### config.mk
export PLATFORM = sky130hd
export DESIGN_NAME = tga_rle_image_decoder
export DESIGN_NICKNAME = d
export VERILOG_FILES = /design/src/rtl/tga_pkg.sv /design/src/rtl/tga_decode.sv /design/src/rtl/tga_out_reg.sv /design/src/rtl/tga_rle_image_decoder.sv
export SDC_FILE = /design/constraint.sdc
export NUM_CORES = 1
export LEC_CHECK = 0
export ABC_AREA = 1
export BUFFER_PORTS_ARGS = -buffer_cell sky130_fd_sc_hd__buf_2
export CORE_MARGIN = 5
export CORE_UTILIZATION = 60
export DETAILED_ROUTE_END_ITERATION = 12
export MAX_ROUTING_LAYER = met4
export PLACE_DENSITY = 0.78
export SYNTH_ARGS = -nofsm -noshare
export SYNTH_HDL_FRONTEND = slang
export SYNTH_SLANG_ARGS = --single-unit
### constraint.sdc
create_clock -name clk -period 10.36 [get_ports clk]
set_input_delay 1.036 -clock clk [delete_from_list [all_inputs] [get_ports clk]]
set_output_delay 1.036 -clock clk [all_outputs]
set_load 0.02 [all_outputs]
### src/rtl/tga_pkg.sv
// Shared types and codes for the TGA run-length image decoder.
`default_nettype none

package tga_pkg;

	// Result kinds
	localparam logic [1:0] KIND_HEADER = 2'd0;
	localparam logic [1:0] KIND_PIXEL  = 2'd1;
	localparam logic [1:0] KIND_ERROR  = 2'd2;

	// Error codes
	localparam logic [2:0] ERR_CMAP      = 3'd0;
	localparam logic [2:0] ERR_BAD_TYPE  = 3'd1;
	localparam logic [2:0] ERR_EMPTY     = 3'd2;
	localparam logic [2:0] ERR_BAD_DEPTH = 3'd3;
	localparam logic [2:0] ERR_TRUNCATED = 3'd4;
	localparam logic [2:0] ERR_RUN_OVER  = 3'd5;

	// Width of the packed result payload on the output bus
	localparam int unsigned RES_TDATA_W = 88;

	// One decoder result
	typedef struct packed {
		logic [1:0]  kind;
		logic [15:0] image_width;
		logic [15:0] image_height;
		logic [7:0]  image_descriptor;
		logic [7:0]  blue;
		logic [7:0]  green;
		logic [7:0]  red;
		logic [7:0]  alpha;
		logic [7:0]  repeat_res;
		logic        last_pixel;
		logic [2:0]  error_code;
	} tga_result_t;

endpackage

`default_nettype wire

### src/rtl/tga_decode.sv
// Byte-level header parser and pixel decoder state with its next-state logic.
`default_nettype none

module tga_decode (
	input  wire                  clk,
	input  wire                  arst_n,
	input  wire                  advance,
	input  wire [7:0]            data_byte,
	input  wire                  end_of_file,
	output logic                 has_result,
	output tga_pkg::tga_result_t result
);

	// Parser phases
	localparam logic [2:0] PH_HEADER = 3'd0;
	localparam logic [2:0] PH_IDSKIP = 3'd1;
	localparam logic [2:0] PH_PACKET = 3'd2;
	localparam logic [2:0] PH_PIXEL  = 3'd3;
	localparam logic [2:0] PH_DRAIN  = 3'd4;

	// Header byte offsets
	localparam logic [4:0] HDR_ID_LEN    = 5'd0;
	localparam logic [4:0] HDR_CMAP_TYPE = 5'd1;
	localparam logic [4:0] HDR_IMG_TYPE  = 5'd2;
	localparam logic [4:0] HDR_WIDTH_LO  = 5'd12;
	localparam logic [4:0] HDR_WIDTH_HI  = 5'd13;
	localparam logic [4:0] HDR_HEIGHT_LO = 5'd14;
	localparam logic [4:0] HDR_HEIGHT_HI = 5'd15;
	localparam logic [4:0] HDR_DEPTH     = 5'd16;
	localparam logic [4:0] HDR_DESC      = 5'd17;

	// Depth codes
	localparam logic [1:0] DEPTH_8     = 2'd0;
	localparam logic [1:0] DEPTH_24    = 2'd1;
	localparam logic [1:0] DEPTH_32    = 2'd2;
	localparam logic [1:0] DEPTH_OTHER = 2'd3;

	logic [2:0]  phase_q, phase_d;
	logic [4:0]  header_index_q, header_index_d;
	logic [7:0]  id_skip_q, id_skip_d;
	logic        is_rle_q, is_rle_d;
	logic [1:0]  depth_q, depth_d;
	logic [15:0] width_q, width_d;
	logic [15:0] height_q, height_d;
	logic [7:0]  desc_q, desc_d;
	logic [31:0] pixels_left_q, pixels_left_d;
	logic [7:0]  packet_left_q, packet_left_d;
	logic        run_packet_q, run_packet_d;
	logic [1:0]  pbi_q, pbi_d;
	logic [23:0] pixel_bytes_q, pixel_bytes_d;
	logic        fault_q, fault_d;
	logic [2:0]  fault_code_q, fault_code_d;

	logic        do_err;
	logic [2:0]  err_code;
	logic        do_restart;
	logic        restart_eof;
	logic        rle_new;
	logic [7:0]  count;
	logic [2:0]  nbytes;
	logic [23:0] merged;
	logic [23:0] bytes;
	logic [7:0]  rep_raw;
	logic [7:0]  rep;
	logic [31:0] pixels_new;
	logic [7:0]  packet_new;
	logic        last;
	logic [31:0] area;

	assign area   = 32'(width_q) * 32'(height_q);
	assign merged = pixel_bytes_q | (24'(data_byte) << {pbi_q, 3'b000});

	// Next-state and result for the byte in the input register
	always_comb begin
		phase_d        = phase_q;
		header_index_d = header_index_q;
		id_skip_d      = id_skip_q;
		is_rle_d       = is_rle_q;
		depth_d        = depth_q;
		width_d        = width_q;
		height_d       = height_q;
		desc_d         = desc_q;
		pixels_left_d  = pixels_left_q;
		packet_left_d  = packet_left_q;
		run_packet_d   = run_packet_q;
		pbi_d          = pbi_q;
		pixel_bytes_d  = pixel_bytes_q;
		fault_d        = fault_q;
		fault_code_d   = fault_code_q;
		has_result     = 1'b0;
		result         = '0;
		do_err         = 1'b0;
		err_code       = tga_pkg::ERR_CMAP;
		do_restart     = 1'b0;
		restart_eof    = 1'b0;
		rle_new        = 1'b0;
		count          = {1'b0, data_byte[6:0]} + 8'd1;
		nbytes         = (depth_q == DEPTH_24) ? 3'd3 : (depth_q == DEPTH_32) ? 3'd4 : 3'd1;
		bytes          = (pbi_q != 2'd3) ? merged : pixel_bytes_q;
		rep_raw        = (is_rle_q && run_packet_q) ? packet_left_q : 8'd1;
		rep            = (pixels_left_q < 32'(rep_raw)) ? pixels_left_q[7:0] : rep_raw;
		pixels_new     = pixels_left_q - 32'(rep);
		packet_new     = (packet_left_q >= rep) ? packet_left_q - rep : 8'd0;
		last           = (pixels_new == 32'd0);

		unique case (phase_q)
			PH_HEADER: begin
				// header field capture
				unique case (header_index_q)
					HDR_ID_LEN: id_skip_d = data_byte;
					HDR_CMAP_TYPE: begin
						if (data_byte != 8'd0 && !fault_q) begin
							fault_d      = 1'b1;
							fault_code_d = tga_pkg::ERR_CMAP;
						end
					end
					HDR_IMG_TYPE: begin
						rle_new  = (data_byte == 8'd10) || (data_byte == 8'd11);
						is_rle_d = rle_new;
						if (data_byte != 8'd2 && data_byte != 8'd3 && !rle_new && !fault_q) begin
							fault_d      = 1'b1;
							fault_code_d = tga_pkg::ERR_BAD_TYPE;
						end
					end
					HDR_WIDTH_LO:  width_d  = {width_q[15:8], data_byte};
					HDR_WIDTH_HI:  width_d  = {data_byte, width_q[7:0]};
					HDR_HEIGHT_LO: height_d = {height_q[15:8], data_byte};
					HDR_HEIGHT_HI: height_d = {data_byte, height_q[7:0]};
					HDR_DEPTH: begin
						depth_d = (data_byte == 8'd8)  ? DEPTH_8  :
						          (data_byte == 8'd24) ? DEPTH_24 :
						          (data_byte == 8'd32) ? DEPTH_32 : DEPTH_OTHER;
					end
					HDR_DESC: desc_d = data_byte;
					default: ;
				endcase
				if (header_index_q < HDR_DESC) begin
					header_index_d = header_index_q + 5'd1;
					if (end_of_file) begin
						do_err      = 1'b1;
						err_code    = tga_pkg::ERR_TRUNCATED;
						restart_eof = 1'b1;
					end
				end else if (fault_q) begin
					do_err      = 1'b1;
					err_code    = fault_code_q;
					restart_eof = end_of_file;
				end else if (width_q == 16'd0 || height_q == 16'd0) begin
					do_err      = 1'b1;
					err_code    = tga_pkg::ERR_EMPTY;
					restart_eof = end_of_file;
				end else if (!is_rle_q && depth_q == DEPTH_OTHER) begin
					do_err      = 1'b1;
					err_code    = tga_pkg::ERR_BAD_DEPTH;
					restart_eof = end_of_file;
				end else if (end_of_file) begin
					do_err      = 1'b1;
					err_code    = tga_pkg::ERR_TRUNCATED;
					restart_eof = 1'b1;
				end else begin
					// header accepted
					header_index_d = 5'd0;
					pixels_left_d  = area;
					packet_left_d  = 8'd0;
					run_packet_d   = 1'b0;
					pbi_d          = 2'd0;
					pixel_bytes_d  = 24'd0;
					if (id_skip_q != 8'd0) phase_d = PH_IDSKIP;
					else phase_d = is_rle_q ? PH_PACKET : PH_PIXEL;
					has_result              = 1'b1;
					result.kind             = tga_pkg::KIND_HEADER;
					result.image_width      = width_q;
					result.image_height     = height_q;
					result.image_descriptor = data_byte;
				end
			end
			PH_IDSKIP: begin
				id_skip_d = id_skip_q - 8'd1;
				if (end_of_file) begin
					do_err      = 1'b1;
					err_code    = tga_pkg::ERR_TRUNCATED;
					restart_eof = 1'b1;
				end else if (id_skip_d == 8'd0) begin
					phase_d = is_rle_q ? PH_PACKET : PH_PIXEL;
				end
			end
			PH_PACKET: begin
				if (32'(count) > pixels_left_q) begin
					do_err      = 1'b1;
					err_code    = tga_pkg::ERR_RUN_OVER;
					restart_eof = end_of_file;
				end else if (depth_q == DEPTH_OTHER) begin
					do_err      = 1'b1;
					err_code    = tga_pkg::ERR_BAD_DEPTH;
					restart_eof = end_of_file;
				end else if (end_of_file) begin
					do_err      = 1'b1;
					err_code    = tga_pkg::ERR_TRUNCATED;
					restart_eof = 1'b1;
				end else begin
					packet_left_d = count;
					run_packet_d  = data_byte[7];
					pbi_d         = 2'd0;
					pixel_bytes_d = 24'd0;
					phase_d       = PH_PIXEL;
				end
			end
			PH_PIXEL: begin
				if (3'(pbi_q) + 3'd1 < nbytes) begin
					// gather a byte of a multi-byte pixel
					pixel_bytes_d = merged;
					pbi_d         = pbi_q + 2'd1;
					if (end_of_file) begin
						do_err      = 1'b1;
						err_code    = tga_pkg::ERR_TRUNCATED;
						restart_eof = 1'b1;
					end
				end else begin
					pixel_bytes_d = 24'd0;
					pbi_d         = 2'd0;
					pixels_left_d = pixels_new;
					if (is_rle_q) packet_left_d = packet_new;
					if (!last && end_of_file) begin
						do_err      = 1'b1;
						err_code    = tga_pkg::ERR_TRUNCATED;
						restart_eof = 1'b1;
					end else begin
						has_result  = 1'b1;
						result.kind = tga_pkg::KIND_PIXEL;
						if (nbytes == 3'd1) begin
							result.blue  = bytes[7:0];
							result.green = bytes[7:0];
							result.red   = bytes[7:0];
						end else begin
							result.blue  = bytes[7:0];
							result.green = bytes[15:8];
							result.red   = bytes[23:16];
						end
						result.alpha      = (nbytes == 3'd4) ? data_byte : 8'hFF;
						result.repeat_res = rep;
						result.last_pixel = last;
						if (last) begin
							do_restart  = 1'b1;
							restart_eof = end_of_file;
						end else begin
							phase_d = (is_rle_q && packet_new == 8'd0) ? PH_PACKET : PH_PIXEL;
						end
					end
				end
			end
			default: begin
				// drain until end of file
				if (end_of_file) begin
					do_restart  = 1'b1;
					restart_eof = 1'b1;
				end
			end
		endcase

		// error result
		if (do_err) begin
			has_result        = 1'b1;
			result            = '0;
			result.kind       = tga_pkg::KIND_ERROR;
			result.error_code = err_code;
			do_restart        = 1'b1;
		end

		// back to the header, or drain the rest of the file
		if (do_restart) begin
			phase_d        = restart_eof ? PH_HEADER : PH_DRAIN;
			header_index_d = 5'd0;
			fault_d        = 1'b0;
			fault_code_d   = tga_pkg::ERR_CMAP;
		end
	end

	// Decoder state
	always_ff @(posedge clk or negedge arst_n) begin
		if (!arst_n) begin
			phase_q        <= PH_HEADER;
			header_index_q <= 5'd0;
			id_skip_q      <= 8'd0;
			is_rle_q       <= 1'b0;
			depth_q        <= DEPTH_8;
			width_q        <= 16'd0;
			height_q       <= 16'd0;
			desc_q         <= 8'd0;
			pixels_left_q  <= 32'd0;
			packet_left_q  <= 8'd0;
			run_packet_q   <= 1'b0;
			pbi_q          <= 2'd0;
			pixel_bytes_q  <= 24'd0;
			fault_q        <= 1'b0;
			fault_code_q   <= tga_pkg::ERR_CMAP;
		end else if (advance) begin
			phase_q        <= phase_d;
			header_index_q <= header_index_d;
			id_skip_q      <= id_skip_d;
			is_rle_q       <= is_rle_d;
			depth_q        <= depth_d;
			width_q        <= width_d;
			height_q       <= height_d;
			desc_q         <= desc_d;
			pixels_left_q  <= pixels_left_d;
			packet_left_q  <= packet_left_d;
			run_packet_q   <= run_packet_d;
			pbi_q          <= pbi_d;
			pixel_bytes_q  <= pixel_bytes_d;
			fault_q        <= fault_d;
			fault_code_q   <= fault_code_d;
		end
	end

endmodule

`default_nettype wire

### src/rtl/tga_out_reg.sv
// Result register driving the master-side stream.
`default_nettype none

module tga_out_reg (
	input  wire                                clk,
	input  wire                                arst_n,
	input  wire                                load,
	input  wire tga_pkg::tga_result_t          result,
	output logic                               ready,
	output logic                               m_axis_tvalid,
	input  wire                                m_axis_tready,
	output logic [tga_pkg::RES_TDATA_W-1:0]    m_axis_tdata,
	output logic [1:0]                         m_axis_tuser,
	output logic                               m_axis_tlast
);

	logic                 valid_q;
	tga_pkg::tga_result_t res_q;

	// free when empty or the held transaction leaves this cycle
	assign ready = !valid_q || m_axis_tready;

	always_ff @(posedge clk or negedge arst_n) begin
		if (!arst_n) begin
			valid_q <= 1'b0;
		end else if (ready) begin
			valid_q <= load;
		end
	end

	always_ff @(posedge clk) begin
		if (ready && load) begin
			res_q <= result;
		end
	end

	assign m_axis_tvalid = valid_q;
	assign m_axis_tuser  = res_q.kind;
	assign m_axis_tlast  = res_q.last_pixel;
	assign m_axis_tdata  = {5'd0, res_q.error_code, res_q.repeat_res, res_q.alpha,
	                        res_q.red, res_q.green, res_q.blue, res_q.image_descriptor,
	                        res_q.image_height, res_q.image_width};

endmodule

`default_nettype wire

### src/rtl/tga_rle_image_decoder.sv
// Top level of the streaming TGA true-colour / grey decoder, raw and run-length.
//
// Slave stream: one file byte per transaction in s_axis_tdata, s_axis_tlast
// on the last byte of the file. Master stream: one result per transaction,
// kind in m_axis_tuser (header, pixel run, error), last_pixel in m_axis_tlast.
// A pixel result from a run packet carries a repeat count rather than one
// transaction per pixel.
// Each accepted byte is held in an input register, decoded by the state
// logic and, if it yields a result, written into the result register, from
// which the result is presented. One byte is taken per cycle while the
// result register is free; the rate is set by the combinational decode step
// between the two registers, whose widest path is the 16x16 size product and
// the 32-bit pixel count update.
// When the receiver stalls, the result register holds its transaction, the
// input register fills and s_axis_tready drops until the result is taken.
// Reset empties both registers and returns the parser to the start of a
// header. After an error or a complete image, bytes up to end of file are
// consumed with no result.
`default_nettype none

module tga_rle_image_decoder (
	input  wire                             clk,
	input  wire                             arst_n,
	input  wire                             s_axis_tvalid,
	output logic                            s_axis_tready,
	input  wire [7:0]                       s_axis_tdata,  // [7:0] data_byte
	input  wire                             s_axis_tlast,  // end_of_file
	output logic                            m_axis_tvalid,
	input  wire                             m_axis_tready,
	// [15:0] image_width, [31:16] image_height, [39:32] image_descriptor,
	// [47:40] blue, [55:48] green, [63:56] red, [71:64] alpha,
	// [79:72] repeat_res, [82:80] error_code, [87:83] zero
	output logic [tga_pkg::RES_TDATA_W-1:0] m_axis_tdata,
	output logic [1:0]                      m_axis_tuser,  // [1:0] kind
	output logic                            m_axis_tlast   // last_pixel
);

	logic                 in_valid_s1;
	logic [7:0]           in_byte_s1;
	logic                 in_eof_s1;
	logic                 out_ready;
	logic                 advance;
	logic                 has_result;
	tga_pkg::tga_result_t result;

	// decode the held byte whenever the result register can take it
	assign advance       = in_valid_s1 && out_ready;
	assign s_axis_tready = !in_valid_s1 || advance;

	// Input register
	always_ff @(posedge clk or negedge arst_n) begin
		if (!arst_n) begin
			in_valid_s1 <= 1'b0;
		end else if (s_axis_tready) begin
			in_valid_s1 <= s_axis_tvalid;
		end
	end

	always_ff @(posedge clk) begin
		if (s_axis_tready && s_axis_tvalid) begin
			in_byte_s1 <= s_axis_tdata;
			in_eof_s1  <= s_axis_tlast;
		end
	end

	tga_decode u_decode (
		.clk         (clk),
		.arst_n      (arst_n),
		.advance     (advance),
		.data_byte   (in_byte_s1),
		.end_of_file (in_eof_s1),
		.has_result  (has_result),
		.result      (result)
	);

	tga_out_reg u_out (
		.clk           (clk),
		.arst_n        (arst_n),
		.load          (advance && has_result),
		.result        (result),
		.ready         (out_ready),
		.m_axis_tvalid (m_axis_tvalid),
		.m_axis_tready (m_axis_tready),
		.m_axis_tdata  (m_axis_tdata),
		.m_axis_tuser  (m_axis_tuser),
		.m_axis_tlast  (m_axis_tlast)
	);

endmodule

`default_nettype wire

Word-level counts from Yosys, hierarchy flattened
Index checks and enable logic that the tools add are counted.
{"block": "totals", "reg_bits": 219, "in_bits": 13, "elab_cells": 308}
{"block": "classes", "add_sub_neg": 7, "mul": 1, "order_cmp": 5, "n_eq_ne": 53, "shift": 1, "n_mux": 148, "n_bitwise": 7, "n_reduce_logical": 55}
{"cell": "$mux W24", "n": 9}
{"cell": "$mux W32", "n": 6}
{"cell": "$mux W42", "n": 4}
{"cell": "$mux W8", "n": 15}
{"cell": "$mux W3", "n": 31}
{"cell": "$pmux W24 S3", "n": 1}
{"cell": "$pmux W16 S2", "n": 2}
{"cell": "$pmux W32 S2", "n": 1}
{"cell": "$mux W1", "n": 46}
{"cell": "$mux W40", "n": 1}
{"cell": "$mux W5", "n": 7}
{"cell": "$ne A3 B2 Y1 const B", "n": 11}
{"cell": "$gt A8 B32 Y1", "n": 1}
{"cell": "$logic_not A16 Y1", "n": 2}
{"cell": "$logic_not A32 Y1", "n": 1}
{"cell": "$lt A32 B8 Y1", "n": 1}
{"cell": "$mul A16 B16 Y32", "n": 1}
{"cell": "$sub A32 B8 Y32", "n": 1}
{"cell": "$eq A8 B4 Y1 const B", "n": 3}
{"cell": "$or A24 B24 Y24", "n": 1}
{"cell": "$pmux W3 S4", "n": 2}
{"cell": "$pmux W8 S3", "n": 1}
{"cell": "$shl A8 B5 Y24", "n": 1}
{"cell": "$mux W2", "n": 11}
{"cell": "other kinds (55)", "n": 117}

Logic depth before layout (Yosys ltp)
{"block": "depth", "ltp_word": 14, "ltp_mapped": 39, "ltp_nobuf": 36}

Modules after synthesis
From an unflattened synthesis, not the netlist that was laid out.
{"block": "unflattened", "hier_cells": 2679, "hier_area_um2": 21130.3}
{"module": "tga_decode", "instances": 1, "cells_each": 2562, "area_each_um2": 18128.6}
{"module": "tga_out_reg", "instances": 1, "cells_each": 98, "area_each_um2": 2668.8}
{"module": "tga_rle_image_decoder", "instances": 1, "cells_each": 19, "area_each_um2": 332.8}

Worst setup path before layout
OpenSTA, ideal clock, no wires.
{"block": "synth_timing", "path_kind": "register to register", "start": "register u_decode.is_rle_q", "end": "register u_out.res_q, in the netlist u_out.m_axis_tdata[0], enable pin", "setup_time_ns": 0.532, "arrival_ns": 7.469, "required_time_ns": 9.828, "path_slack_ns": 2.359, "path_stages_with_launch": 32, "n_path_buf": 3, "path_cell_list": "dfrtp_1 > buf_2 > nand2_1 > nor2_1 > inv_1 > ha_1 > nand2_1 > o21ai_0 > nor3_4 > nand2_4 > buf_6 > buf_2 > o21ai_0 > ha_1 > inv_1 > ha_1 > inv_1 > nand2_2 > nand4_1 > nand2_1 > nand2_2 > nand3_1 > nor2_1 > nand2_1 > nand2_1 > nor2_1 > nand2_1 > nor2_2 > nand4_1 > a21boi_1 > and3_1 > nor2_1"}
{"block": "synth_between", "elab_chain_len": 14, "elab_cells_between_ends": 27, "classes_between": "1 x add/sub; 1 x order compare; 17 x mux; 8 x reduce/logical"}
{"item": "start, declared", "line": "tga_decode.sv:41", "text": "logic is_rle_q, is_rle_d;"}
{"item": "start signal, assigned", "line": "tga_decode.sv:300", "text": "is_rle_q <= is_rle_d;"}
{"item": "$logic_and A1 B1 Y1 *", "line": "tga_decode.sv:100", "text": "rep_raw = (is_rle_q && run_packet_q) ? packet_left_q : 8'd1;"}
{"item": "$mux W8 *", "line": "tga_decode.sv:100"}
{"item": "$lt A32 B8 Y1", "line": "tga_decode.sv:101", "text": "rep = (pixels_left_q < 32'(rep_raw)) ? pixels_left_q[7:0] : rep_raw;"}
{"item": "$mux W8 *", "line": "tga_decode.sv:101"}
{"item": "net u_decode.rep[0]", "line": "tga_decode.sv:64", "text": "logic [7:0] rep;"}
{"item": "$sub A32 B8 Y32 *", "line": "tga_decode.sv:102", "text": "pixels_new = pixels_left_q - 32'(rep);"}
{"item": "$logic_not A32 Y1 *", "line": "tga_decode.sv:104", "text": "last = (pixels_new == 32'd0);"}
{"item": "$logic_not A1 Y1 *", "line": "tga_decode.sv:223", "text": "if (!last && end_of_file) begin"}
{"item": "$logic_and A1 B1 Y1 *", "line": "tga_decode.sv:223"}
{"item": "$mux W1", "line": "tga_decode.sv:223"}
{"item": "$mux W1", "line": "tga_decode.sv:209", "text": "if (3'(pbi_q) + 3'd1 < nbytes) begin"}
{"item": "$pmux W1 S4 or $pmux W1 S2 (tied branches)", "line": "tga_decode.sv:106", "text": "unique case (phase_q)"}
{"item": "$mux W1 *", "line": "tga_decode.sv:261", "text": "if (do_err) begin"}
{"item": "$logic_and A1 B1 Y1 *", "line": "tga_rle_image_decoder.sv:79", "text": ".load (advance && has_result),"}
{"item": "$logic_and A1 B1 Y1 *", "line": "tga_out_reg.sv:32", "text": "if (ready && load) begin"}
{"item": "end signal, assigned", "line": "tga_out_reg.sv:33", "text": "res_q <= result;"}
{"item": "end, declared", "line": "tga_out_reg.sv:18", "text": "tga_pkg::tga_result_t res_q;"}
Mark *: on every way through the listed nets, which the timed path passes. The rest lies on a longest branch.
A chain may end at the register's enable or synchronous reset.

Worst setup path after layout
{"block": "layout_timing", "start": "register u_decode.width_q[1]", "end": "register u_decode.pixels_left_q[29]"}
{"block": "layout_between", "elab_chain_len": 7, "elab_cells_between_ends": 11, "classes_between": "1 x mul; 1 x eq/ne; 6 x mux; 3 x reduce/logical"}
{"item": "start, declared", "line": "tga_decode.sv:43", "text": "logic [15:0] width_q, width_d;"}
{"item": "start signal, assigned", "line": "tga_decode.sv:302", "text": "width_q <= width_d;"}
{"item": "$mul A16 B16 Y32", "line": "tga_decode.sv:70", "text": "assign area = 32'(width_q) * 32'(height_q);"}
{"item": "$mux W32", "line": "tga_decode.sv:156", "text": "end else if (end_of_file) begin"}
{"item": "$mux W32", "line": "tga_decode.sv:152", "text": "end else if (!is_rle_q && depth_q == DEPTH_OTHER) begin"}
{"item": "$mux W32", "line": "tga_decode.sv:148", "text": "end else if (width_q == 16'd0 || height_q == 16'd0) begin"}
{"item": "$mux W32", "line": "tga_decode.sv:144", "text": "end else if (fault_q) begin"}
{"item": "$mux W32", "line": "tga_decode.sv:137", "text": "if (header_index_q < HDR_DESC) begin"}
{"item": "$pmux W32 S2", "line": "tga_decode.sv:106"}
{"item": "end signal, assigned", "line": "tga_decode.sv:305", "text": "pixels_left_q <= pixels_left_d;"}
{"item": "end, declared", "line": "tga_decode.sv:46", "text": "logic [31:0] pixels_left_q, pixels_left_d;"}
Several ways; a longest one is shown, not always the timed one. The select of a mux whose other input is x is not followed.

==> summary.txt <==
outcome -> completed
Final Util -> 65.3%
largest net degree at the start of global routing -> 76
grt ovf -> 0
Worst Max-Slew Pin Slew -> 1.07 ns
Yosys reg bits -> 217
largest cells by area after synthesis -> fa_1 (18%), dfrtp_1 (14%), edfxtp_1 (14%)
Place WS -> 3.33 ns
cts hold-fix bufs -> 0
Via Count -> 18,000
proportion of layout cells with a drive suffix above 1 -> 9.24%
Post-CTS Resized -> 0
total track usage -> 30.3%
synthesized area per cell -> 7.78 sq um
Worst path max stage delay -> 0.77 ns
first drt pass iteration count -> 6
post-synthesis instance total -> 2,709
CTS HTree Levels -> 1
crit share post-route -> 69.3%
Tot Pwr -> 4080 uW
critical path class -> register to register
YS warnings -> 0
CTS tree -> built
CP arrival -> 7.64 ns
IO Count -> 106
critical path endpoint category -> register
diode count -> 0
Worst Reg-to-Reg Cells -> 28
critical path required time -> 10.82 ns
first-pass GRT wire length -> 92,500 um
Fmax achieved -> 0.139 GHz
Final Hold Viols -> 0
unrepaired setup endpoints after global routing -> no
R2R Path Start -> u_decode.width_q[1]
worst hold path type -> register to register
Max stage delay cell, worst path -> dfrtp_1
setup TNS -> 0 ns
row cnt -> 68
Slew Limit Fails -> 0
maximum vdd drop -> 0.258 mV
DRC violations left -> 0
RePlAce Congestion -> 0.956
Pwr Density -> 181 nW/um^2
Setup Fix Bufs, Post-CTS -> 0
final setup violation count -> 0
Leak Pwr -> 0.0118 uW
CTS Buf Count -> 25
DR iter-0 viols -> 1,591
Avg WL per Cell -> 17.8 um
hold wc startpoint -> u_decode.pixel_bytes_q[15]
number of synthesized flops with an enable pin -> 95
Worst R2R Setup Slack -> 3.18 ns
Die W -> 197 um
max cap viols -> 0
clock skew -> 0.0215 ns
Core ar. -> 34,600 sq um
cell taking the most area after synthesis -> fa_1
slew margin rel. -> 27.5%
area delta synth->final -> 7.24%
Storage cell area -> 5910 sq um
post-synth cell types -> 57
commonest non-fill, non-tap cell in the layout -> nand2_1
quantity of I/O buffers inserted on ports -> 100
top-area cell type share of the netlist area -> 18.4%
hold path endpoint -> u_decode.pixel_bytes_q[15]
Via density -> 5.62
Finished Cell Area -> 22,600 sq um
chip height -> 197 um
antenna-violating nets left -> 0
sequential fraction of the synthesis area -> 28.0%
Worst Hold Depth -> 2
Netlist Area Pre-Place -> 21,100 sq um
worst-skew pair later-pin latency -> 0.56 ns
initial antenna violation count -> 0
Multi-input gate area -> 12,600 sq um
root buffer cell -> clkbuf_16
Initial Util -> 60.9%
critical path fanouts, max -> 18
clk slew on worst S/H paths -> 0.06 ns
Clock Sinks -> 217
post-synthesis async set-or-reset flop share -> 56.2%
Worst Setup Start Kind -> register
capture point of the worst reg-to-reg path -> u_decode.pixels_left_q[29]
filler instances -> 2,931
Final Critical Period -> 7.18 ns
leading cell types in the layout, fill and taps excluded -> nand2_1 (640), inv_1 (528), nor2_1 (228), fa_1 (194), ha_1 (142)
Final #Nets -> 3,081
DP HPWL -> 43,700 um
setup ws final -> 3.18 ns
vias in the first global route -> 17,700
Die ar. -> 39,000 sq um
ys flop type -> dfrtp_1
dpl cell area -> 21,800 sq um
Max clock buf depth -> 3
final wirelength -> 57,200 um
[critical path, delay by kind of cell (launching register included)]
| kind | cells | cell delay, ns |
|---|---|---|
| adder cells (fa/ha/maj) | 7 | 3.18 |
| AO/OA/AOI/OAI | 7 | 1.68 |
| AND/OR/NAND/NOR | 10 | 1.25 |
| flip-flops | 1 | 0.77 |
| buffers and inverters | 4 | 0.20 |
[layer usage]
metal / global-route usage [%] / vias to the layer above / routed length (um)
li1: - / 8451 / -
met4: 8.60 / 0 / 1820
met3: 3.62 / 121 / 4170
met1: 41.2 / 8692 / 23600
met5: - / - / 0
met2: 48.8 / 758 / 27600
[power by group]
group	switching [uW]	total, uW	internal, uW
Clock	375	918	543
Sequential	170	1320	1150
Combinational	1310	1850	540
[area by class of cell]
cell class              instances  share of cell area (%)
inverters                     544                    9.04
flip-flops and latches        217                    26.1
multi-input cells            1828                    55.8
well taps                     455                    2.52
repair buffers                116                    2.76
clock buffers                  33                    3.03
clock inverters                12                   0.692
[registers in the layout, indices dropped and copies added (netlist names), 2 cells and up]
register / cells
u_decode.width_q: 16
u_decode.pixels_left_q: 32
u_decode.header_index_q: 5
u_decode.height_q: 16
u_decode.pbi_q: 2
u_decode.phase_q: 3
u_decode.pixel_bytes_q: 24
u_decode.depth_q: 2
u_decode.id_skip_q: 8
u_out.m_axis_tuser: 2
in_byte_s1: 8
u_decode.packet_left_q: 8
u_out.m_axis_tdata: 83
[Yosys cell counts, types with 14 or more instances]
master    instances
ha_1            142
fa_1            194
nand2_2          15
inv_1           528
a21oi_2          25
dfrtp_1         122
nand4_1          35
or2_2            18
o21ai_0         135
nand3_1         102
nor2_1          230
nand2_1         640
a22oi_1          14
nor3_1           48
xor2_1           15
a21oi_1         103
buf_1            24
edfxtp_1         95
clkbuf_1         86
[through the flow]
stage	cells	hold slack [ns]
5_1_grt	3205	0.510
6_report	3205	0.494
3_3_place_gp	3160	0.470
4_1_cts	3205	0.494
2_1_floorplan	2713	0.443
3_5_place_dp	3160	0.482
[worst max-delay path by stage]
stage                              from                    endpoint  slack [ns]
finish              u_decode.width_q[1]  u_decode.pixels_left_q[29]        3.18
global route        u_decode.width_q[1]  u_decode.pixels_left_q[29]        2.69
CTS                 u_decode.width_q[1]  u_decode.pixels_left_q[29]        3.24
detailed placement  u_decode.width_q[1]  u_decode.pixels_left_q[29]        3.33
global placement    u_decode.width_q[2]  u_decode.pixels_left_q[31]        3.49
floorplan             u_decode.is_rle_q       u_out.m_axis_tdata[0]        2.36
[cells by family after synthesis]
family | after synthesis | share of synthesized area [%]
DFF | 217 | 28.0
muxes | 1 | 0.0534
adders and majority gates | 336 | 26.9
xor gates and xnor gates | 28 | 1.16
AOI/OAI and AO/OA | 332 | 9.04
buffers and inverters | 668 | 12.2
other | 1 | 0.0178
and+or+nand+nor | 1126 | 22.6
(Power assumes the default switching activity.)
